===== config.mk =====
export PLATFORM = sky130hd
export DESIGN_NAME = kcie_back
export DESIGN_NICKNAME = d
export VERILOG_FILES = /design/src/kcie_pkg.sv /design/src/kcie_div.sv /design/src/kcie_back.sv
export VERILOG_INCLUDE_DIRS = /design/src /design/src/src
export SDC_FILE = /design/constraint.sdc
export NUM_CORES = 2
export LEC_CHECK = 0
export BUFFER_PORTS_ARGS = -buffer_cell sky130_fd_sc_hd__buf_2
export CAP_MARGIN = 10
export CELL_PAD_IN_SITES_DETAIL_PLACEMENT = 1
export CELL_PAD_IN_SITES_GLOBAL_PLACEMENT = 2
export CORE_AREA = 2 2 496 498
export DETAILED_ROUTE_END_ITERATION = 10
export DIE_AREA = 0 0 498 500
export PLACE_DENSITY_LB_ADDON = 0.1
export SLEW_MARGIN = 25
export SYNTH_ARGS = -nofsm -noshare
export SYNTH_HDL_FRONTEND = slang
export SYNTH_SLANG_ARGS = --single-unit

===== constraint.sdc =====
create_clock -name clk -period 12.89 [get_ports clk]
set_input_delay 1.9335 -clock clk [delete_from_list [all_inputs] [get_ports clk]]
set_output_delay 1.9335 -clock clk [all_outputs]
set_load 0.05 [all_outputs]

===== src/keyed_cell_interval_encoder_unit_defines.svh =====
// ----------------------------------------------------------------------------
// Keyed cell interval encoder: assertion macros
// Shared concurrent assertion forms, clocked on clk and held off in reset.
// ----------------------------------------------------------------------------
`ifndef KEYED_CELL_INTERVAL_ENCODER_UNIT_DEFINES_SVH
`define KEYED_CELL_INTERVAL_ENCODER_UNIT_DEFINES_SVH

// antecedent implies consequent in the same cycle
`define KCIE_ASSERT_NOW(label, ante, cons, msg) \
  label: assert property (@(posedge clk) disable iff (!rst_n) (ante) |-> (cons)) \
    else $error(msg);

// antecedent implies consequent in the next cycle
`define KCIE_ASSERT_NEXT(label, ante, cons, msg) \
  label: assert property (@(posedge clk) disable iff (!rst_n) (ante) |=> (cons)) \
    else $error(msg);

`endif


===== src/kcie_pkg.sv =====
// ----------------------------------------------------------------------------
// kcie_pkg
// Types and constants shared by the keyed cell interval encoder.
// ----------------------------------------------------------------------------
package kcie_pkg;

  localparam int MAX_MSG = 16;
  localparam int VW      = 32;
  localparam int PW      = 2 * VW;
  localparam int IW      = $clog2(MAX_MSG);
  localparam int MCW     = 5;
  localparam int CIW     = 2;
  localparam int Q_DEPTH = 2;
  localparam int DIV_CW  = $clog2(VW);

  localparam logic [1:0] MODE_LOAD = 2'd0;
  localparam logic [1:0] MODE_ENC  = 2'd1;
  localparam logic [1:0] MODE_DEC  = 2'd2;

  localparam logic [CIW-1:0] CFG_MSG_COUNT  = 2'd0;
  localparam logic [CIW-1:0] CFG_KEY_COUNT  = 2'd1;
  localparam logic [CIW-1:0] CFG_MODULUS    = 2'd2;
  localparam logic [CIW-1:0] CFG_CELL_WIDTH = 2'd3;

  typedef enum logic [2:0] {
    OP_NOP,
    OP_LOAD,
    OP_ENC,
    OP_DEC,
    OP_ERR
  } op_t;

  typedef struct packed {
    op_t           op;
    logic [IW-1:0] message;
    logic [IW-1:0] table_index;
    logic [VW-1:0] table_word;
    logic [VW-1:0] ciphertext;
    logic [VW-1:0] key;
    logic [VW-1:0] random_word;
  } cmd_t;

  typedef struct packed {
    logic [MCW-1:0] msg_count;
    logic [VW-1:0]  key_count;
    logic [VW-1:0]  modulus;
    logic [VW-1:0]  cell_width;
  } cfg_t;

  typedef enum logic [3:0] {
    S_IDLE,
    S_ENC_A,
    S_ENC_B,
    S_ENC_C,
    S_ENC_DIV,
    S_ENC_SUM,
    S_ENC_WRAP,
    S_DEC_A,
    S_DEC_B,
    S_DEC_C,
    S_DEC_D,
    S_DONE
  } state_t;

endpackage


===== src/kcie_div.sv =====
// ----------------------------------------------------------------------------
// kcie_div
// Restoring divider, one quotient bit per cycle; returns the remainder.
// ----------------------------------------------------------------------------
module kcie_div
  import kcie_pkg::*;
(
  input  logic          clk,
  input  logic          rst_n,
  input  logic          start,
  input  logic [VW-1:0] dividend,
  input  logic [VW-1:0] divisor,
  output logic          done,
  output logic [VW-1:0] rem
);

  logic              busy_r;
  logic              done_r;
  logic [DIV_CW-1:0] cnt_r;
  logic [VW-1:0]     dvd_r;
  logic [VW-1:0]     dsr_r;
  logic [VW-1:0]     rem_r;
  logic [VW:0]       trial;
  logic [VW:0]       diff;
  logic              ge;

  assign trial = {rem_r, dvd_r[VW-1]};
  assign diff  = trial - {1'b0, dsr_r};
  assign ge    = trial >= {1'b0, dsr_r};

  always_ff @(posedge clk) begin
    if (!rst_n) begin
      busy_r <= 1'b0;
      done_r <= 1'b0;
      cnt_r  <= '0;
    end else begin
      done_r <= 1'b0;
      if (start) begin
        busy_r <= 1'b1;
        cnt_r  <= DIV_CW'(VW - 1);
      end else if (busy_r) begin
        cnt_r <= cnt_r - 1'b1;
        if (cnt_r == '0) begin
          busy_r <= 1'b0;
          done_r <= 1'b1;
        end
      end
    end
  end

  always_ff @(posedge clk) begin
    if (start) begin
      dvd_r <= dividend;
      dsr_r <= divisor;
      rem_r <= '0;
    end else if (busy_r) begin
      dvd_r <= {dvd_r[VW-2:0], 1'b0};
      rem_r <= ge ? diff[VW-1:0] : trial[VW-1:0];
    end
  end

  assign done = done_r;
  assign rem  = rem_r;

endmodule


===== src/kcie_back.sv =====
// ----------------------------------------------------------------------------
// kcie_back
// Sequencer holding the weight table; runs loads, encodes and decodes.
// ----------------------------------------------------------------------------
`include "keyed_cell_interval_encoder_unit_defines.svh"

module kcie_back
  import kcie_pkg::*;
(
  input  logic          clk,
  input  logic          rst_n,
  input  cfg_t          cfg,
  input  logic          q_valid,
  input  cmd_t          q_cmd,
  output logic          q_pop,
  output logic          out_valid,
  input  logic          out_stall,
  output logic [VW-1:0] out_result,
  output logic          out_error
);

  state_t        state_r, state_nxt;
  cmd_t          cmd_r;
  logic [VW-1:0] tab_r [MAX_MSG];
  logic [VW-1:0] rd_r;
  logic [IW-1:0] rd_addr;
  logic [PW-1:0] prod_r;
  logic [VW-1:0] start_r;
  logic [VW-1:0] offset_r;
  logic [PW-1:0] acc_r;
  logic [VW-1:0] res_r;
  logic          err_r;
  logic          out_valid_r;
  logic [VW-1:0] out_result_r;
  logic          out_error_r;
  logic [VW-1:0] width;
  logic          div_start;
  logic          div_done;
  logic [VW-1:0] div_rem;
  logic          out_free;
  logic          hit;
  logic [IW-1:0] hit_idx;
  logic [PW-1:0] mu64;

  assign mu64     = {{(PW-VW){1'b0}}, cfg.modulus};
  assign width    = rd_r - start_r;
  assign out_free = !out_valid_r || !out_stall;
  assign rd_addr  = (state_r == S_ENC_A) ? cmd_r.message - 1'b1 : cmd_r.message;

  kcie_div u_div (
    .clk      (clk),
    .rst_n    (rst_n),
    .start    (div_start),
    .dividend (cmd_r.random_word),
    .divisor  (width),
    .done     (div_done),
    .rem      (div_rem)
  );

  // first entry above the remainder, among the messages in use
  always_comb begin
    hit     = 1'b0;
    hit_idx = '0;
    for (int i = MAX_MSG - 1; i >= 0; i--) begin
      if ((MCW'(i) < cfg.msg_count) && (acc_r[PW-1:VW] == '0) && (acc_r[VW-1:0] < tab_r[i])) begin
        hit     = 1'b1;
        hit_idx = IW'(i);
      end
    end
  end

  always_comb begin
    state_nxt = state_r;
    q_pop     = 1'b0;
    div_start = 1'b0;
    case (state_r)
      S_IDLE: begin
        if (q_valid) begin
          q_pop = 1'b1;
          case (q_cmd.op)
            OP_ENC:  state_nxt = S_ENC_A;
            OP_DEC:  state_nxt = S_DEC_A;
            default: state_nxt = S_DONE;
          endcase
        end
      end
      S_ENC_A: state_nxt = S_ENC_B;
      S_ENC_B: state_nxt = S_ENC_C;
      S_ENC_C: begin
        if (width == '0) begin
          state_nxt = S_ENC_SUM;
        end else begin
          div_start = 1'b1;
          state_nxt = S_ENC_DIV;
        end
      end
      S_ENC_DIV: if (div_done) state_nxt = S_ENC_SUM;
      S_ENC_SUM: state_nxt = S_ENC_WRAP;
      S_ENC_WRAP: state_nxt = S_DONE;
      S_DEC_A: state_nxt = S_DEC_B;
      S_DEC_B: state_nxt = S_DEC_C;
      S_DEC_C: state_nxt = S_DEC_D;
      S_DEC_D: state_nxt = S_DONE;
      S_DONE: if (out_free) state_nxt = S_IDLE;
      default: state_nxt = S_IDLE;
    endcase
  end

  always_ff @(posedge clk) begin
    if (!rst_n) state_r <= S_IDLE;
    else        state_r <= state_nxt;
  end

  always_ff @(posedge clk) begin
    rd_r <= tab_r[rd_addr];
    case (state_r)
      S_IDLE: begin
        cmd_r <= q_cmd;
        res_r <= '0;
        err_r <= q_cmd.op == OP_ERR;
        if (q_valid && q_cmd.op == OP_LOAD) tab_r[q_cmd.table_index] <= q_cmd.table_word;
      end
      S_ENC_A: prod_r <= PW'(cmd_r.key) * PW'(cfg.cell_width);
      S_ENC_B: start_r <= (cmd_r.message == '0) ? '0 : rd_r;
      S_ENC_C: offset_r <= '0;
      S_ENC_DIV: if (div_done) offset_r <= div_rem;
      S_ENC_SUM: acc_r <= PW'(start_r) + PW'(offset_r) + prod_r;
      S_ENC_WRAP: res_r <= (acc_r >= mu64) ? VW'(acc_r - mu64) : acc_r[VW-1:0];
      S_DEC_A: prod_r <= PW'(cmd_r.key) * PW'(cfg.cell_width);
      S_DEC_B: acc_r <= (prod_r > PW'(cmd_r.ciphertext)) ? PW'(cmd_r.ciphertext) + mu64
                                                          : PW'(cmd_r.ciphertext);
      S_DEC_C: acc_r <= acc_r - prod_r;
      S_DEC_D: begin
        res_r <= hit ? VW'(hit_idx) : '0;
        err_r <= !hit;
      end
      default: ;
    endcase
  end

  always_ff @(posedge clk) begin
    if (!rst_n) begin
      out_valid_r <= 1'b0;
    end else if (state_r == S_DONE && out_free) begin
      out_valid_r <= 1'b1;
    end else if (!out_stall) begin
      out_valid_r <= 1'b0;
    end
  end

  always_ff @(posedge clk) begin
    if (state_r == S_DONE && out_free) begin
      out_result_r <= res_r;
      out_error_r  <= err_r;
    end
  end

  assign out_valid  = out_valid_r;
  assign out_result = out_result_r;
  assign out_error  = out_error_r;

  `KCIE_ASSERT_NOW(a_pop_idle, q_pop, state_r == S_IDLE, "queue popped outside idle")
  `KCIE_ASSERT_NOW(a_div_wait, div_done, state_r == S_ENC_DIV, "divider done while not waiting")
  `KCIE_ASSERT_NEXT(a_done_out, state_r == S_DONE && out_free, out_valid_r, "result not posted")
  `KCIE_ASSERT_NOW(a_err_zero, state_r == S_DONE && err_r, res_r == '0, "error with nonzero result")

endmodule


Word-level counts from Yosys, hierarchy flattened
Memory sizes are Yosys's and may differ from the RTL's. A register that Yosys moved wholly into a read port is not among the register bits. Index checks and enable logic that the tools add are counted.

Mux-type cells: 65. Eq/ne operators: 19. Reduce and logical (&&, ||, !) cells: 53. Multiply operators: 1. $add $sub $neg: 9. Order comparisons: 35. Bitwise logic cells: 2.

Operators by type and width (count): < comparator 32 bit (16); one-hot mux 64 bit (3 select lines) (1); two-way mux 32 bit (5); one-hot mux 32 bit (3 select lines) (1); subtractor 32 bit (3); two-way mux 4 bit (21); adder 32 x 32 -> 33 bit (2); adder 33 x 64 -> 64 bit (1); >= comparator 64 x 32 -> 1 bit (1); greater-than comparator 64 x 32 -> 1 bit (1); logical NOT 32 bit (2); multiplier 32 x 32 -> 64 bit (1); one-hot mux 32 bit (2 select lines) (1); subtractor 64 bit (1); one-hot mux 4 bit (11 select lines) (1); < comparator 4 x 5 -> 1 bit, first input constant (8); logical AND 1 bit (34); >= comparator 33 x 32 -> 1 bit (1); two-way mux 33 bit (1); two-way mux 1 bit (30); < comparator 3 x 5 -> 1 bit, first input constant (4); == test 4 x 3 -> 1 bit, second input constant (4); == test 4 bit, second input constant (4); < comparator 1 x 5 -> 1 bit, first input constant (2); 24 further kinds (38).

Memories kept: 1. Register bits after elaboration: 466. Logic and storage cells: 205. Output and inout bits: 35. Input bits: 244. Memory bits (writable): 512.

Memories: tab_r (words 16, width 32, rd ports 17, clocked after Yosys merged registers in 1, write ports 1, line kcie_back.sv:24) `logic [VW-1:0] tab_r [MAX_MSG];`.

Logic depth before layout (Yosys ltp)
Word-level depth: 21. Gate-level depth with buffers: 30. Depth with buffers taken out: 29.

Cells and area by module
From an unflattened synthesis, not the netlist that was laid out.

Cells, all modules: 9298. Area total of the unflattened synthesis: 96815.4 um^2.

Modules (own cells, without submodules): kcie_back (times used 1, seq. area each 26865.8 um^2, area each 90976.0 um^2, cells each 8713); kcie_div (times used 1, seq. area each 2702.6 um^2, area each 5839.4 um^2, cells each 585).

Worst setup path before layout
Ideal clock, no wire load.

Kind: input -> register. From: input port cfg[17] (netlist bit). To: register prod_r[58] (data pin). Setup slack: 3.863 ns. Data arrival time: 8.768 ns. Required time: 12.631 ns. Path buffers: 2. Library setup time: 0.259 ns. Cell stages on the path: 27. Cells stage by stage: clkbuf_1 -> and2_1 -> fa_1 -> inv_1 -> fa_1 -> inv_1 -> fa_1 -> inv_1 -> fa_1 -> inv_1 -> fa_1 -> fa_1 -> fa_1 -> inv_1 -> fa_1 -> inv_1 -> ha_1 -> clkbuf_1 -> nand4_1 -> a2111oi_0 -> nor3b_1 -> o21a_1 -> o21ai_0 -> nand2_1 -> o21bai_1 -> a31oi_1 -> xnor2_1.

Word-level cells in the longest chain between the ends: 1.

Ends and longest elaborated chain: start, declared (line kcie_back.sv:12) `input cfg_t cfg,`; multiplier 32 x 32 -> 64 bit (line kcie_back.sv:123, kcie_back.sv:129); end signal, assigned (line kcie_back.sv:123) `S_ENC_A: prod_r <= PW'(cmd_r.key) * PW'(cfg.cell_width);`; end signal, assigned (line kcie_back.sv:129) `S_DEC_A: prod_r <= PW'(cmd_r.key) * PW'(cfg.cell_width);`; end, declared (line kcie_back.sv:27) `logic [PW-1:0] prod_r;`.

Every way passes these cells. A chain may end at the register's enable or synchronous reset.

Worst setup path in the final report
From: input port cfg[12] (netlist bit). To: register prod_r[61] (data pin).

The elaborated chain is that of the path after synthesis.

==> out/results.txt <==
status - finished, final reports clean
GR Util All Layers - 25.66%
Multi-input gate area - 60050 um^2
Yosys top cell by area - edfxtp_1
max incr delay on CP - 0.69 ns
Setup TNS - 0 ns
Post-synth EDFFs - 934
syn nets - 11420
layout cell share with drive strength beyond 1 - 8.825%
CP max stage cell - a2111oi_0
Remaining Overflow, GRT - 0
die area - 249000 um^2
slew margin rel. - 18.74%
count leader, synth - inv_1
standard-cell rows - 182
Std-Cell Core Area - 244300 um^2
port bufs - 246
CP Max Fanout - 32
routed via count - 69190
Total Wirelength - 318800 um
starting density of the core - 39.65%
fillers - 26690
vias in the first global route - 75620
endpoints failing hold - 0
via-per-instance ratio - 5.428
gp weighted congestion - 0.8707
startpoint type of the worst setup path - input pin
max_cap viols - 0
top post-synthesis cells by area - edfxtp_1 29%, fa_1 19%, ha_1 13%, inv_1 6.5%, and2_1 4.2%
Required @ worst endpoint - 13.44 ns
H-tree levels - 4
DRC Markers - 0
Die Y - 500 um
ys flop type - edfxtp_1
Slew @ Worst Pin - 1.206 ns
Area growth syn-to-layout - 10.05%
Clock Root Buffer - clkbuf_16
Yosys top cell area share - 28.95%
clock buffer depth - 3
initial antenna violation count - 11
Mean Syn Cell Area - 10.50 um^2
post-synthesis cell count - 9224
Pins Over Slew Limit - 0
first-pass GRT wire length - 481100 um
Distinct cells, synth - 91
register area share after synthesis - 30.52%
part of the cycle the worst path needs - 78.38%
RSZ-0062 raised after global routing - no
clock transition at the registers of the reported paths - 0.05 ns
top post-synthesis cells by count - 1688 x inv_1, 1017 x ha_1, 934 x edfxtp_1, 934 x fa_1, 689 x nand2_1
Routed WL per cell - 25.01 um
nets - 11610
First DRT Iteration DRCs - 3955
synthesized flop and latch total - 1010
Top cell by count, worst path - fa_1
DRT Pass-1 Iters - 5
clock skew - 0.05747 ns
largest net degree at the start of global routing - 99
Setup Viol. Count Final - 0
post-route ant nets - 0
Detailed Place HPWL - 251600 um
length in cells of the worst reg-to-reg path - 27
critical path class - in -> reg
Max Clock Freq - 98.97 MHz
post-CTS sizing - 0
Clock Latency Late Sink - 0.83 ns
hold_buf cts - 0
crit path DAT - 10.66 ns
post-CTS setup repair buffer count - 0
mapped cell area - 96870 um^2
minimum clock period - 10.10 ns
synth warn - 0
I/O Pins - 279
clock sink count - 1010
type of element capturing the critical path - flip-flop
FF/Latch Area - 29570 um^2
CTS Buf Count - 134
HP Class - reg -> reg
Hold Crit Depth - 0
CTS tree - yes
ys async rst share - 0%
Die Span X - 498 um
## critical path, delay by kind of cell
kind	cells	cell delay [ns]
AOI/OAI and AO/OA	7	2.79
and+or+nand+nor	3	0.59
xor gates and xnor gates	1	0.13
buffers and inverters	5	0.81
adders and majority gates	9	4.33
## flip-flops by register name (all words and copies together), names as in the netlist, 4 cells and up
signal and count:
cmd_r 100, tab_r 512, out_result 32, state_r 4, start_r 32, u_div.dsr_r 32, u_div.rem 32, rd_r 32
acc_r 64, u_div.cnt_r 5, prod_r 64, u_div.dvd_r 32, res_r 32, offset_r 32
## layout by cell type (no fill, tap or decap), drive strengths merged, types with 76 or more instances in the layout
| cell type | count |
|---|---|
| nand2 | 689 |
| nand4 | 108 |
| dfxtp | 76 |
| nor2 | 296 |
| edfxtp | 934 |
| fa | 934 |
| and2 | 646 |
| xnor2 | 190 |
| buf | 363 |
| inv | 1697 |
| nor2b | 102 |
| a21oi | 408 |
| ha | 1017 |
| mux4 | 161 |
| xor2 | 82 |
| a21o | 269 |
| o21ai | 232 |
| clkbuf | 162 |
| nor3 | 79 |
| nand3 | 105 |
## per-stage QoR
stage                     instances  worst slack (ns)  utilization [%]  area (um^2)  hold WS, ns
after floorplan                9224             3.863                -        96870       0.4003
after global placement        12500             1.849            41.79       102100       0.4056
final                         12750             2.786            43.63       106600       0.4184
after detailed placement      12500             1.812            41.79       102100       0.4079
after CTS                     12740             2.690            43.61       106500       0.4170
after global routing          12740             2.191            43.63       106600       0.4165
## path summary, 6_finish.rpt
path / start / end / slack (ns)
worst min register to register: res_r[8] / out_result[8] / 0.42
worst max register to register: cmd_r[32] / prod_r[61] / 3.35
worst min-delay path: res_r[8] / out_result[8] / 0.42
worst max-delay path: cfg[12] / prod_r[61] / 2.79
## metal layers
| layer | GRT usage, % | share of wire (%) | up-vias |
|---|---|---|---|
| li1 | - | - | 31560 |
| met1 | 33.81 | 44 | 36080 |
| met2 | 44.20 | 49 | 1184 |
| met3 | 2.440 | 3.1 | 359 |
| met4 | 8.674 | 3.6 | 2 |
| met5 | 0 | 0.0035 | - |
## kinds of logic after synthesis
logic type	after synthesis	share of synthesized area (%)
AO/OA/AOI/OAI	1466	9.945
XOR/XNOR	272	2.459
adder cells (fa/ha/maj)	1951	32.44
buffers and inverters	2000	7.779
flip-flops	1010	30.52
multiplexers	242	4.739
AND/OR/NAND/NOR	2283	12.12
## layout make-up
| cell class | count | area share [%] |
|---|---|---|
| clock buffers | 162 | 3.320 |
| repair buffers | 363 | 2.014 |
| inverters | 1689 | 5.954 |
| clock inverters | 80 | 0.8450 |
| flip-flops and latches | 1010 | 27.74 |
| well taps | 3220 | 3.779 |
| diodes | 8 | 0.01878 |
| multi-input cells | 6214 | 56.33 |
Power is left out: the tool's default activity adds up to more than one toggle a clock period on the data nets, which glitch-free logic cannot reach.
