===== src/keyed_cell_interval_encoder_unit_defines.svh =====
// ----------------------------------------------------------------------------
// Keyed cell interval encoder: assertion macros
// Shared concurrent assertion forms, clocked on clk and held off in reset.
// ----------------------------------------------------------------------------
`ifndef KEYED_CELL_INTERVAL_ENCODER_UNIT_DEFINES_SVH
`define KEYED_CELL_INTERVAL_ENCODER_UNIT_DEFINES_SVH

// antecedent implies consequent in the same cycle
`define KCIE_ASSERT_NOW(label, ante, cons, msg) \
  label: assert property (@(posedge clk) disable iff (!rst_n) (ante) |-> (cons)) \
    else $error(msg);

// antecedent implies consequent in the next cycle
`define KCIE_ASSERT_NEXT(label, ante, cons, msg) \
  label: assert property (@(posedge clk) disable iff (!rst_n) (ante) |=> (cons)) \
    else $error(msg);

`endif


===== src/kcie_pkg.sv =====
// ----------------------------------------------------------------------------
// kcie_pkg
// Types and constants shared by the keyed cell interval encoder.
// ----------------------------------------------------------------------------
package kcie_pkg;

  localparam int MAX_MSG = 16;
  localparam int VW      = 32;
  localparam int PW      = 2 * VW;
  localparam int IW      = $clog2(MAX_MSG);
  localparam int MCW     = 5;
  localparam int CIW     = 2;
  localparam int Q_DEPTH = 2;
  localparam int DIV_CW  = $clog2(VW);

  localparam logic [1:0] MODE_LOAD = 2'd0;
  localparam logic [1:0] MODE_ENC  = 2'd1;
  localparam logic [1:0] MODE_DEC  = 2'd2;

  localparam logic [CIW-1:0] CFG_MSG_COUNT  = 2'd0;
  localparam logic [CIW-1:0] CFG_KEY_COUNT  = 2'd1;
  localparam logic [CIW-1:0] CFG_MODULUS    = 2'd2;
  localparam logic [CIW-1:0] CFG_CELL_WIDTH = 2'd3;

  typedef enum logic [2:0] {
    OP_NOP,
    OP_LOAD,
    OP_ENC,
    OP_DEC,
    OP_ERR
  } op_t;

  typedef struct packed {
    op_t           op;
    logic [IW-1:0] message;
    logic [IW-1:0] table_index;
    logic [VW-1:0] table_word;
    logic [VW-1:0] ciphertext;
    logic [VW-1:0] key;
    logic [VW-1:0] random_word;
  } cmd_t;

  typedef struct packed {
    logic [MCW-1:0] msg_count;
    logic [VW-1:0]  key_count;
    logic [VW-1:0]  modulus;
    logic [VW-1:0]  cell_width;
  } cfg_t;

  typedef enum logic [3:0] {
    S_IDLE,
    S_ENC_A,
    S_ENC_B,
    S_ENC_C,
    S_ENC_DIV,
    S_ENC_SUM,
    S_ENC_WRAP,
    S_DEC_A,
    S_DEC_B,
    S_DEC_C,
    S_DEC_D,
    S_DONE
  } state_t;

endpackage


===== src/kcie_front.sv =====
// ----------------------------------------------------------------------------
// kcie_front
// Takes requests, classifies them and range-checks, queues them for the back.
// ----------------------------------------------------------------------------
module kcie_front
  import kcie_pkg::*;
(
  input  logic          clk,
  input  logic          rst_n,
  input  cfg_t          cfg,
  input  logic          in_valid,
  output logic          in_stall,
  input  logic [1:0]    in_mode,
  input  logic [IW-1:0] in_message,
  input  logic [IW-1:0] in_table_index,
  input  logic [VW-1:0] in_table_word,
  input  logic [VW-1:0] in_ciphertext,
  input  logic [VW-1:0] in_key,
  input  logic [VW-1:0] in_random_word,
  output logic          q_valid,
  output cmd_t          q_cmd,
  input  logic          q_pop
);

  cmd_t       q_r [Q_DEPTH];
  logic       wr_ptr_r;
  logic       rd_ptr_r;
  logic [1:0] cnt_r;
  logic       push;
  cmd_t       cmd;
  logic       key_bad;

  assign key_bad = in_key >= cfg.key_count;

  always_comb begin
    cmd.message     = in_message;
    cmd.table_index = in_table_index;
    cmd.table_word  = in_table_word;
    cmd.ciphertext  = in_ciphertext;
    cmd.key         = in_key;
    cmd.random_word = in_random_word;
    case (in_mode)
      MODE_LOAD: cmd.op = OP_LOAD;
      MODE_ENC:  cmd.op = (({1'b0, in_message} >= cfg.msg_count) || key_bad) ? OP_ERR : OP_ENC;
      MODE_DEC:  cmd.op = ((in_ciphertext >= cfg.modulus) || key_bad) ? OP_ERR : OP_DEC;
      default:   cmd.op = OP_NOP;
    endcase
  end

  assign in_stall = cnt_r == 2'(Q_DEPTH);
  assign push     = in_valid && !in_stall;
  assign q_valid  = cnt_r != '0;
  assign q_cmd    = q_r[rd_ptr_r];

  always_ff @(posedge clk) begin
    if (!rst_n) begin
      wr_ptr_r <= 1'b0;
      rd_ptr_r <= 1'b0;
      cnt_r    <= '0;
    end else begin
      if (push) wr_ptr_r <= ~wr_ptr_r;
      if (q_pop) rd_ptr_r <= ~rd_ptr_r;
      cnt_r <= cnt_r + 2'(push) - 2'(q_pop);
    end
  end

  always_ff @(posedge clk) begin
    if (push) q_r[wr_ptr_r] <= cmd;
  end

endmodule


===== config.mk =====
export PLATFORM = sky130hd
export DESIGN_NAME = kcie_front
export DESIGN_NICKNAME = d
export VERILOG_FILES = /design/src/keyed_cell_interval_encoder_unit_defines.svh /design/src/kcie_pkg.sv /design/src/kcie_front.sv
export SDC_FILE = /design/constraint.sdc
export NUM_CORES = 1
export LEC_CHECK = 0
export ABC_CLOCK_PERIOD_IN_PS = 20000
export BUFFER_PORTS_ARGS = -buffer_cell sky130_fd_sc_hd__clkbuf_2
export CORE_UTILIZATION = 45
export DETAILED_ROUTE_END_ITERATION = 8
export PLACE_DENSITY_LB_ADDON = 0.25
export SLEW_MARGIN = 20
export SYNTH_ARGS = -nofsm -noshare
export SYNTH_HDL_FRONTEND = slang
export SYNTH_SLANG_ARGS = --single-unit

===== constraint.sdc =====
create_clock -name clk -period 20 [get_ports clk]
set_input_delay 2 -clock clk [delete_from_list [all_inputs] [get_ports clk]]
set_output_delay 2 -clock clk [all_outputs]
set_load 0.1 [all_outputs]

## Yosys cells after proc, flatten, opt, wreduce, memory -nomap -nowiden

Memories as Yosys holds them, arrays and structs flattened. A register that Yosys moved wholly into a read port is not among the register bits.
Index checks and enable logic that the tools add are counted.

| word-level totals | value |
|---|---|
| register bits | 4 |
| latch bits | 0 |
| bits in writable memories | 278 |
| ROM bits | 0 |
| bits of input ports | 243 |
| output and inout port bits | 141 |
| logic and storage cells | 27 |
| memories kept | 1 |

Memory list:

| name | words | width | rd ports | clocked after Yosys merged registers in | write ports | line | RTL |
|---|---|---|---|---|---|---|---|
| q_r | 2 | 139 | 1 | 1 | 1 | kcie_front.sv:25 | `cmd_t q_r [Q_DEPTH];` |

| operators by class | value |
|---|---|
| add/subtract/negate cells | 2 |
| multiply operators | 0 |
| div/mod/pow operators | 0 |
| order comparisons | 3 |
| equal/unequal tests | 3 |
| shifts and indexed selects | 0 |
| muxes and demuxes | 7 |
| bitwise logic cells | 2 |
| reductions and logical operators | 6 |

Operator list:

| cell | count |
|---|---|
| $ge A32 B32 Y1 | 2 |
| $pmux W3 S3 | 1 |
| $mux W3 | 2 |
| $ge A4 B5 Y1 | 1 |
| $eq A2 B2 Y1 const B | 2 |
| $mux W1 | 4 |
| $add A2 B1 Y2 | 1 |
| $eq A2 B1 Y1 const B | 1 |
| $logic_not A2 Y1 | 1 |
| $logic_or A1 B1 Y1 | 2 |
| $not A1 Y1 | 2 |
| $reduce_bool A2 Y1 | 1 |
| $sub A2 B1 Y2 | 1 |
| $logic_and A1 B1 Y1 | 1 |
| $logic_not A1 Y1 | 1 |

## Longest topological paths before layout

Gate-level depths: netlist of the first run.

| depth | value |
|---|---|
| depth after elaboration | 5 |
| gate-level depth with buffers | 8 |
| gate-level depth less buffers | 8 |

## Worst setup path after synthesis of the first run

OpenSTA, ideal clock, no wires.

| timing | value |
|---|---|
| path type | input -> register |
| start | input port in_valid |
| end | memory q_r[0][0] (netlist bit) (enable) |
| library setup time | 0.640 ns |
| arrival | 7.874 ns |
| data required time | 19.360 ns |
| slack | 11.485 ns |
| stages | 2 |
| path buffers | 0 |
| cells stage by stage | nand2_1 -> nor2_1 |

| on the way | value |
|---|---|
| word-level cells in the longest chain between the ends | 3 |

Ends and longest elaborated chain:

| element | line | RTL |
|---|---|---|
| from (decl) | kcie_front.sv:11 | `input logic in_valid,` |
| $logic_and A1 B1 Y1 | kcie_front.sv:51 | `assign push = in_valid && !in_stall;` |
| $mux W1 | kcie_front.sv:68 | `if (push) q_r[wr_ptr_r] <= cmd;` |
| $mux W1 (implied by the code) | kcie_front.sv:68 |  |
| to (decl) | kcie_front.sv:25 |  |

Every way passes these cells.

==> metrics.md, run 1 <==
| Metric | Value |
|---|---|
| Max Clock Freq | 187.8 MHz |
| Power per unit of standard cell area | 129.4 nW/µm² |
| Latest clock arrival within the worst-skew pair | 0.54 ns |
| DRT iter0 DRCs | 449 |
| Remaining Overflow, GRT | 0 |
| Worst path slowest cell | sky130_fd_sc_hd__dfxtp_4 |
| Final hold violations | 0 |
| Initial standard-cell utilization of the core | 45.88% |
| Ratio of cells with drive above 1 in the final layout | 50.23% |
| Top cell type's share of synthesized area | 69.63% |
| Violations in the final reports | design-rule violations |
| # port buffers | 351 |
| Clock transition at path regs | 0.05 ns |
| Cell count after synthesis | 701 |
| Share of synthesized area occupied by flip-flops and latches | 70.47% |
| Setup violation total in the final timing report | 0 |
| Share of cell area taken by muxes after synthesis | 13.06% |
| Average cell area after synthesis | 17.10 µm² |
| RSZ-0062 raised after global routing | no |
| Instance area at placement | 14,170 µm² |
| Top area cells in the synthesized netlist | sky130_fd_sc_hd__edfxtp_1 70%, sky130_fd_sc_hd__mux2_2 13%, sky130_fd_sc_hd__ha_1 7.3%, sky130_fd_sc_hd__inv_1 2.3%, sky130_fd_sc_hd__a21oi_1 0.96% |
| Leak | 6.330 nW |
| Combined buffer and inverter count along the critical path | 2 |
| Number of buffers created by CTS | 30 |
| Logic depth of the worst register-to-register path | 5 |
| Worst-case clock skew | 0.01046 ns |
| Most numerous cell types in the synthesized netlist | 278 x sky130_fd_sc_hd__edfxtp_1, 139 x sky130_fd_sc_hd__mux2_2, 73 x sky130_fd_sc_hd__inv_1, 70 x sky130_fd_sc_hd__ha_1, 23 x sky130_fd_sc_hd__a21oi_1 |
| Peak VDD IR | 0.05464 mV |
| Final Cell Area | 15,200 µm² |
| Number of optimization iterations in the first detailed-route pass | 7 |
| Startpoint class of the critical path | flop |
| Area of the mapped netlist | 11,990 µm² |
| Min-Delay Startpoint | rd_ptr_r |
| Number of enable flip-flop cells after synthesis | 278 |
| Number of levels the H-tree was split into | 1 |
| Cells along the critical path | buf_4, mux2_2, clkbuf_2 |
| Crit path capture type | output pin |
| Xor/xnor share of the synthesized area | 0.2922% |
| Complex-gate fraction of the synthesized area | 2.828% |
| Routability congestion estimate from global placement | 0.7979 |
| Cell family with the largest share of critical-path delay | buffers and inverters |
| Slew at the pin closest to its max-slew limit | 0.9966 ns |
| Worst-case clock buffer depth | 3 |
| Data required, critical path | 18.00 ns |
| Count of cell types in the netlist | 42 |
| Flop-to-flop setup slack | 17.55 ns |
| Post-synthesis register bit count | 283 |
| Tightest Hold Check Type | flop to flop |
| Synth async-reset ratio | 0% |
| Total number of placement rows | 59 |
| Warnings, synthesis | 0 |
| Library cell with the highest instance count after synthesis | sky130_fd_sc_hd__edfxtp_1 |
| Top-Level Pins | 384 |
| Net Count, Synth | 1,014 |
| Number of antenna violations at the first check in global routing | 1 |
| Via count of the first global-routing pass | 7,361 |
| Hold path cells | 2 |
| Result of the run | finished with violations |
| Worst setup path category | flop to output pin |
| Tcrit/Tclk final | 26.62% |
| Minimum clock period | 5.325 ns |
| Post-synthesis adder-cell area fraction | 7.305% |
| CTS root buffer | sky130_fd_sc_hd__clkbuf_16 |
| Width of the die | 165.2 µm |
| Setup TNS after final layout | 0 ns |
| TritonCTS Sinks | 283 |
| Crit-path max FO | 71 |
| TritonCTS clock tree | done |
| Post-CTS sizing | 0 |
| Via count | 7,123 |
| Total routing usage reported by global routing | 17.71% |
| Synthesis-to-layout area growth | 26.80% |
| Full die area | 27,300 µm² |
| Dominant combinational cell family by area after synthesis | multiplexers |
| Antenna Nets Post-Route | 0 |
| First-pass GRT wire length | 37.27 mm |
| Post-synth top area cell | sky130_fd_sc_hd__edfxtp_1 |
| DR WL/cell | 17.43 µm |
| Number of maximum-capacitance violations | 0 |
| Number of buffers inserted by hold repair at cts | 0 |
| Delay of the slowest critical-path stage | 0.98 ns |
| Post-CTS setup buffer count | 0 |
| Pin count of the biggest net entering global routing | 72 |
| Vias/cell | 4.971 |
| Number of nets in the layout | 1,388 |
| Worst Path Arrival | 3.32 ns |
| Post-synthesis share of cell area spent on and, or, nand and nor gates | 3.173% |
| Routed Wire Length | 24.98 mm |
| Placed wire-length estimate | 17.52 mm |
| Core region area | 26,130 µm² |
| Most used flip-flop cell after synthesis | sky130_fd_sc_hd__edfxtp_1 |
| Max-slew violations | 0 |
| Number of design rule violations left after detail routing | 49 |
| Max-Slew Margin vs Limit | 33.56% |
| Endpoint of the most critical register-to-register path | q_r[0][62] |
| Launch instance of the worst register-to-register path | cnt_r[0] |
| Die Y-Extent | 165.2 µm |
==> report_power, final <==
group          switching (mW)  internal [mW]  leakage, nW  total (mW)
clock network           0.218          0.356        0.502       0.574
registers              0.0210          0.745         2.64       0.766
logic                   0.512          0.115         3.19       0.627
==> registers in the layout (all words and copies together), names as in the netlist, named ones only <==
name	count
cnt_r	2
q_r	278
rd_ptr_r	1
wr_ptr_r	1
==> worst max-delay path by stage <==
stage	start	cells past startpoint	slack, ns	endpoint
after floorplan	in_valid	2	11.49	q_r[0][0]
after global placement	flop	3	15.17	q_cmd[123]
after detailed placement	flop	3	15.17	q_cmd[123]
after CTS	flop	3	14.60	q_cmd[123]
after global routing	flop	3	14.45	q_cmd[123]
final	flop	3	14.68	q_cmd[123]
==> cell usage in the layout, fill, tap and decap left out, types with 4 or more instances in the layout <==
cell type                   instances
sky130_fd_sc_hd__a21o_1             5
sky130_fd_sc_hd__clkinv_1          11
sky130_fd_sc_hd__nand2b_1           7
sky130_fd_sc_hd__nand2_1           12
sky130_fd_sc_hd__o21ai_0            8
sky130_fd_sc_hd__bufinv_16          6
sky130_fd_sc_hd__dfxtp_1            4
sky130_fd_sc_hd__nand3_1            8
sky130_fd_sc_hd__a21oi_1           23
sky130_fd_sc_hd__nand4_1            8
sky130_fd_sc_hd__edfxtp_1         278
sky130_fd_sc_hd__clkbuf_2         351
sky130_fd_sc_hd__nor2_1             6
sky130_fd_sc_hd__and2_1             5
sky130_fd_sc_hd__mux2_2           139
sky130_fd_sc_hd__clkbuf_16         31
sky130_fd_sc_hd__inv_1             73
sky130_fd_sc_hd__ha_1              70
sky130_fd_sc_hd__buf_4              5
==> routing by layer <==
metal,up-vias,GRT usage (%),wire [µm]
li1,3416,-,-
met1,3410,21.30,9925
met2,249,30.26,12040
met3,48,4.845,2229
met4,0,6.589,780
met5,-,0,0
==> logic make-up after synthesis <==
logic type / Yosys count
DFF: 283
muxes: 139
buffers and inverters: 88
adders and majority gates: 70
and+or+nand+nor: 64
AOI/OAI and AO/OA: 53
xor gates and xnor gates: 4
==> area by class of cell <==
cell class | instances | area, µm²
clock buffer | 32 | 779.5
clock inverter | 22 | 252.7
multi-input combinational | 330 | 3208
fill | 2156 | 10930
sequential | 283 | 8452
antenna | 1 | 2.502
timing repair buffer | 357 | 1814
tap | 335 | 419.2
inverter | 73 | 274.0
==> metrics by stage <==
stage	setup WS, ns	power [mW]	std cells	util (%)	hold WS (ns)
2_1_floorplan	11.49	1.310	701	-	0.5415
3_3_place_gp	15.17	1.400	1377	54.14	0.5619
3_5_place_dp	15.17	1.409	1378	54.21	0.5654
4_1_cts	14.60	1.985	1432	58.16	0.5753
5_1_grt	14.45	2.037	1433	58.17	0.6163
6_report	14.68	1.967	1433	58.17	0.5742
==> worst min-delay path: cells and delay by family (launching register included) <==
family,cells,cell delay (ns)
and+or+nand+nor,1,0.14
DFF,1,0.32
xor gates and xnor gates,1,0.07
Note: power is estimated with default switching activity, not from simulation.
==> run 2, diff against run 1 <==
- ABC_CLOCK_PERIOD_IN_PS: 20000 -> 5100
- clock period: 20 -> 5.1 ns (I/O delays scaled with it)
==> run 2 against run 1 <==
  * The run still ends with design-rule violations left
  * Total power increased to 3.8 times the previous value
  * Non-clock buffer count decreased by 1
  * Combinational power increased to 3.9 times the previous value
  * Clock skew decreased by 0.0027 ns
  * Worst setup slack got worse by 13 ns
  * Wire length increased by 2.0%
  * Worst hold slack got worse by 0.41 ns
  * Final cell count decreased by 0.21%
  * Die area unchanged
  * Flip-flop and latch count unchanged
  * Critical endpoint is now q_cmd[60]
==> metrics.md, run 2 (same netlist as run 1, synthesis figures left out) <==
| Metric | Value |
|---|---|
| Peak VDD IR | 0.2226 mV |
| Launch instance of the worst register-to-register path | cnt_r[0] |
| Number of optimization iterations in the first detailed-route pass | 7 |
| Tightest Hold Check Type | input port to flop |
| Non-filler cells in the finished layout | 1,430 |
| Delay of the slowest critical-path stage | 0.96 ns |
| Cells along the critical path | buf_12, mux2_2, clkbuf_2 |
| Remaining Overflow, GRT | 0 |
| Minimum clock period | 3.313 ns |
| Synthesis-to-layout area growth | 26.09% |
| TritonCTS Sinks | 283 |
| Initial standard-cell utilization of the core | 45.88% |
| Number of maximum-capacitance violations | 0 |
| Setup TNS after final layout | 0 ns |
| Core region area | 26,130 µm² |
| # port buffers | 351 |
| Placed wire-length estimate | 18.16 mm |
| Met3 usage | 4.146% |
| Number of design rule violations left after detail routing | 49 |
| Number of buffers created by CTS | 29 |
| Vias/cell | 4.945 |
| DRT iter0 DRCs | 394 |
| Most flops, register | q_r |
| Number of nets in the layout | 1,386 |
| Worst-case clock buffer depth | 3 |
| Tcrit/Tclk final | 64.96% |
| Commonest cells after routing, fill and taps aside | 351 x sky130_fd_sc_hd__clkbuf_2, 278 x sky130_fd_sc_hd__edfxtp_1, 139 x sky130_fd_sc_hd__mux2_2 |
| Worst setup path category | flop to output pin |
| Instance area at placement | 14,180 µm² |
| Max-Slew Margin vs Limit | 28.90% |
| Regs by FF count | q_r (278), cnt_r (2) |
| Slew at the pin closest to its max-slew limit | 1.064 ns |
| Routability congestion estimate from global placement | 0.8169 |
| Top-Level Pins | 384 |
| DR WL/cell | 17.82 µm |
| Fraction of met1 tracks used by global routing | 21.98% |
| Violations in the final reports | design-rule violations |
| Number of antenna violations at the first check in global routing | 1 |
| Routed Wire Length | 25.48 mm |
| Die Y-Extent | 165.2 µm |
| Number of buffers inserted by hold repair at cts | 0 |
| Hold path cells | 1 |
| Total number of placement rows | 59 |
| Total routing usage reported by global routing | 17.80% |
| Number of placed instances with taps included | 1,377 |
| Startpoint class of the critical path | flop |
| Final hold violations | 0 |
| Data required, critical path | 4.59 ns |
| Antenna Nets Post-Route | 0 |
| Met2 Usage GRT | 30.73% |
| Total chip power | 7.540 mW |
| Final core area utilization | 57.85% |
| Most common library cell in the layout ignoring fill and taps | sky130_fd_sc_hd__clkbuf_2 |
| Setup violation total in the final timing report | 0 |
| Final Cell Area | 15,120 µm² |
| Smallest setup slack after layout | 1.787 ns |
| Latest clock arrival within the worst-skew pair | 0.53 ns |
| Clock transition at path regs | 0.06 ns |
| Worst-case clock skew | 0.007737 ns |
| Flop-to-flop setup slack | 2.70 ns |
| Post-CTS sizing | 0 |
| Via count | 7,071 |
| Pin count of the biggest net entering global routing | 80 |
| Power per unit of standard cell area | 498.8 nW/µm² |
| Worst setup slack before clock tree synthesis | 2.281 ns |
| Worst Path Arrival | 2.80 ns |
| Crit path capture type | output pin |
| Leak | 6.278 nW |
| GR peak layer | met2 |
| RSZ-0062 raised after global routing | no |
| Via count of the first global-routing pass | 6,990 |
| Post-CTS setup buffer count | 0 |
| Number of flip-flops in the largest register | 278 |
| CTS root buffer | sky130_fd_sc_hd__clkbuf_16 |
| Post-Route Hold Slack | 0.1650 ns |
| Max-slew violations | 0 |
| Full die area | 27,300 µm² |
| Endpoint of the most critical register-to-register path | q_r[0][38] |
| Crit-path max FO | 73 |
| Worst path slowest cell | sky130_fd_sc_hd__dfxtp_4 |
| Width of the die | 165.2 µm |
| Number of levels the H-tree was split into | 1 |
| TritonCTS clock tree | done |
| Min-Delay Startpoint | in_table_word[27] |
| Logic depth of the worst register-to-register path | 4 |
| First-pass GRT wire length | 37.06 mm |
| Max Clock Freq | 301.8 MHz |
| Ratio of cells with drive above 1 in the final layout | 49.91% |
| Hold-critical path endpoint | q_r[0][123] |
| Result of the run | finished with violations |
## run 2: metal layers
layer  part of all wire [%]  wire length, µm
met2                     49            12520
met5                      0                0
met4                    2.4              613
met1                     40            10100
met3                    8.8             2243
## run 2: worst max path at each step
stage / startpoint / endpoint / slack (ns) / cells past startpoint
3_3_place_gp: flop / q_cmd[61] / 2.29 / 3
6_report: flop / q_cmd[60] / 1.79 / 3
5_1_grt: flop / q_cmd[60] / 1.64 / 3
3_5_place_dp: flop / q_cmd[60] / 2.28 / 3
4_1_cts: flop / q_cmd[60] / 1.70 / 3
2_1_floorplan: in_valid / q_r[0][0] / 0.44 / 2
## run 2: critical path: cells and delay by family, from the launching register on
| family | cells | cell delay (ns) |
|---|---|---|
| muxes | 1 | 0.40 |
| buffers and inverters | 2 | 0.83 |
| DFF | 1 | 0.96 |
## run 2: where the power goes
| group | leakage [nW] | switching (mW) | internal (mW) |
|---|---|---|---|
| Sequential | 2.64 | 0.0839 | 2.92 |
| Combinational | 3.19 | 2.01 | 0.452 |
| Clock | 0.448 | 0.828 | 1.25 |
| Total | 6.28 | 2.92 | 4.62 |
## run 2: area by class of cell
class                      instances  area (µm²)
timing repair buffer             356        1832
multi-input combinational        330        3208
tap                              335       419.2
antenna                            1       2.502
fill                            2116       11020
sequential                       283        8452
clock inverter                    13       166.4
clock buffer                      39       763.2
inverter                          73       274.0
==> run 3, diff against run 2 <==
- ABC_AREA: not set -> 1
- ABC_CLOCK_PERIOD_IN_PS: 5100 -> 3200
- clock period: 5.1 -> 3.2 ns (I/O delays scaled with it)
==> run 3 against run 2 <==
  * The run still ends with design-rule violations left
  * Die area increased by 0.96%
  * Total power grew 42%
  * Largest power group unchanged
  * Flip-flop and latch count is the same
==> metrics.md, run 3 <==
| Metric | Value |
|---|---|
| Result of the run | finished with violations |
| Violations in the final reports | design-rule violations |
| Count of antenna diodes in the layout | 0 |
| Via count | 7,899 |
| Post-synth top area cell | sky130_fd_sc_hd__edfxtp_1 |
| TritonCTS Sinks | 283 |
| DRT iter0 DRCs | 424 |
| Number of optimization iterations in the first detailed-route pass | 8 |
| Tcrit/Tclk final | 82.60% |
| Remaining Overflow, GRT | 0 |
| Via count of the first global-routing pass | 8,351 |
| Setup TNS after final layout | 0 ns |
| Startpoint class of the critical path | flop |
| Number of buffers created by CTS | 30 |
| Area of the mapped netlist | 12,110 µm² |
| Design internal power | 6.917 mW |
| Most common library cell in the layout ignoring fill and taps | sky130_fd_sc_hd__clkbuf_2 |
| Commonest cells after routing, fill and taps aside | 351 x sky130_fd_sc_hd__clkbuf_2, 278 x sky130_fd_sc_hd__edfxtp_1, 139 x sky130_fd_sc_hd__mux2_2 |
| Endpoint of the most critical register-to-register path | q_r[0][130] |
| Flop-to-flop setup slack | 1.29 ns |
| Share of synthesized area occupied by flip-flops and latches | 69.79% |
| Tightest Hold Check Type | input port to flop |
| Setup violation total in the final timing report | 0 |
| Worst-case clock buffer depth | 3 |
| Final core area utilization | 63.23% |
| Worst Path Arrival | 2.32 ns |
| Leak | 7.111 nW |
| TritonCTS clock tree | done |
| Full die area | 27,560 µm² |
| Number of antenna violations at the first check in global routing | 1 |
| Worst setup path category | flop to output pin |
| Part of the total power dissipated in sequential elements | 42.6% |
| Number of flip-flops in the largest register | 278 |
| Smallest setup slack after layout | 0.5568 ns |
| Launch instance of the worst register-to-register path | cnt_r[1] |
| Number of design rule violations left after detail routing | 25 |
| Regs by FF count | q_r (278), cnt_r (2) |
| Net Count, Synth | 1,094 |
| Share of power burned in combinational logic | 29.3% |
| Total routing usage reported by global routing | 19.64% |
| Routability congestion estimate from global placement | 0.7672 |
| Average cell area after synthesis | 15.50 µm² |
| Top-Level Pins | 384 |
| Post-CTS sizing | 0 |
| Minimum clock period | 2.643 ns |
| Net load switching power | 3.817 mW |
| First-pass GRT wire length | 42.63 mm |
| Library cell with the highest instance count after synthesis | sky130_fd_sc_hd__edfxtp_1 |
| Most numerous cell types in the synthesized netlist | 278 x sky130_fd_sc_hd__edfxtp_1, 139 x sky130_fd_sc_hd__mux2_2, 97 x sky130_fd_sc_hd__inv_1, 87 x sky130_fd_sc_hd__nand2_1, 70 x sky130_fd_sc_hd__ha_1 |
| Slew at the pin closest to its max-slew limit | 0.7076 ns |
| Clock transition at path regs | 0.06 ns |
| Crit path capture type | output pin |
| Latest clock arrival within the worst-skew pair | 0.54 ns |
| Portion of total power attributed to the clock network | 28.0% |
| Worst-case clock skew | 0.007721 ns |
| Placed wire-length estimate | 18.31 mm |
| Count of cell types in the netlist | 26 |
| Number of maximum-capacitance violations | 0 |
| Max-slew violations | 0 |
| Pin count of the biggest net entering global routing | 72 |
| # port buffers | 351 |
| Initial standard-cell utilization of the core | 46.19% |
| Post-synthesis register bit count | 283 |
| CTS root buffer | sky130_fd_sc_hd__clkbuf_16 |
| Top cell type's share of synthesized area | 68.96% |
| Max Clock Freq | 378.3 MHz |
| Number of nets in the layout | 1,608 |
| Number of levels the H-tree was split into | 1 |
| Most used flip-flop cell after synthesis | sky130_fd_sc_hd__edfxtp_1 |
| Hold-critical path endpoint | q_r[0][90] |
| Final hold violations | 0 |
| Synth async-reset ratio | 0% |
| Ratio of cells with drive above 1 in the final layout | 41.73% |
| Most flops, register | q_r |
| Post-CTS setup buffer count | 0 |
| Width of the die | 166.0 µm |
| Number of enable flip-flop cells after synthesis | 278 |
| Peak VDD IR | 0.5285 mV |
| Synthesis-to-layout area growth | 36.89% |
| Worst setup slack before clock tree synthesis | 1.099 ns |
| Min-Delay Startpoint | in_ciphertext[26] |
| Data required, critical path | 2.88 ns |
| Hold path cells | 1 |
| DR WL/cell | 16.63 µm |
| Total chip power | 10.73 mW |
| Top area cells in the synthesized netlist | sky130_fd_sc_hd__edfxtp_1 69%, sky130_fd_sc_hd__mux2_2 13%, sky130_fd_sc_hd__ha_1 7.2%, sky130_fd_sc_hd__inv_1 3.0%, sky130_fd_sc_hd__nand2_1 2.7% |
| Post-Route Hold Slack | 0.02919 ns |
| Routed Wire Length | 27.28 mm |
| Warnings, synthesis | 0 |
| Antenna Nets Post-Route | 0 |
| Logic depth of the worst register-to-register path | 4 |
| Total number of placement rows | 59 |
| Die Y-Extent | 166.0 µm |
| Crit-path max FO | 30 |
| Net Sw Frac | 35.56% |
| Max-Slew Margin vs Limit | 52.72% |
| Cell count after synthesis | 781 |
| Core region area | 26,210 µm² |
| Power per unit of standard cell area | 647.7 nW/µm² |
| RSZ-0062 raised after global routing | no |
| Vias/cell | 4.814 |
-- run 3: cell count changes after synthesis, moves of 3 or more --
cell                       previous run  this run
sky130_fd_sc_hd__and2_1               5         0
sky130_fd_sc_hd__inv_1               73        97
sky130_fd_sc_hd__nand3_1              8         3
sky130_fd_sc_hd__o21ai_0              8         5
sky130_fd_sc_hd__nand2_1             12        87
sky130_fd_sc_hd__nand4_2              3         0
sky130_fd_sc_hd__nor2_1               7        31
sky130_fd_sc_hd__nand2b_1             7         0
sky130_fd_sc_hd__nand4_1              8         4
sky130_fd_sc_hd__o21ai_1              0         4
-- run 3: through the flow --
stage | cell area [µm²] | instances
final | 16570 | 1641
after global routing | 16570 | 1641
after CTS | 16570 | 1641
after detailed placement | 14410 | 1465
after global placement | 14410 | 1465
after floorplan | 12110 | 781
-- run 3: final cells by class --
type                    count  area (µm²)
well taps                 335       419.2
inverters                  99       371.6
multi-input cells         384        3223
fillers                  1959        9635
repair buffers            497        3273
clock inverters             7       37.54
flip-flops and latches    283        8452
clock buffers              36       794.5
-- run 3: cells by family after synthesis --
family / share of synthesized area, %
flip-flops: 69.79
multiplexers: 12.93
AND/OR/NAND/NOR: 4.227
buffers and inverters: 3.711
adder cells (fa/ha/maj): 7.235
AO/OA/AOI/OAI: 2.036
XOR/XNOR: 0.07236
-- run 3: per-layer routing --
metal / part of all wire (%) / GRT usage [%] / vias to the layer above / wire (µm)
li1: - / - / 3844 / -
met4: 3.4 / 6.705 / 2 / 932
met2: 50 / 35.70 / 287 / 13650
met3: 8.6 / 5.624 / 60 / 2351
met5: 0.048 / 0 / - / 13
met1: 38 / 21.94 / 3706 / 10340
-- run 3: worst max-delay path: stages, from the launching register on --
cell and delay [ns]:
sky130_fd_sc_hd__dfxtp_4 0.64, sky130_fd_sc_hd__buf_4 0.37, sky130_fd_sc_hd__mux2_2 0.38, sky130_fd_sc_hd__clkbuf_2 0.37
-- run 3: repair_timing --
action / 4_1_cts / 5_1_grt
hold buffers: 133 / 0
hold endpoints to repair: 265 / 0
endpoints found under the setup margin: 0 / 0
-- run 3: worst max-delay path by stage --
stage | slack (ns) | to
floorplan | -1.39 | q_r[0][0]
global placement | 1.11 | q_cmd[127]
detailed placement | 1.10 | q_cmd[127]
CTS | 0.50 | q_cmd[65]
global route | 0.46 | q_cmd[103]
finish | 0.56 | q_cmd[98]
-- run 3: power by group through the flow --
stage / registers, mW / clock network (mW) / logic [mW]
after floorplan: 4.66 / 0 / 2.41
after global placement: 4.63 / 0 / 3.00
after detailed placement: 4.65 / 0 / 3.02
after CTS: 4.57 / 3.09 / 3.16
after global routing: 4.60 / 3.22 / 3.29
final: 4.58 / 3.01 / 3.15
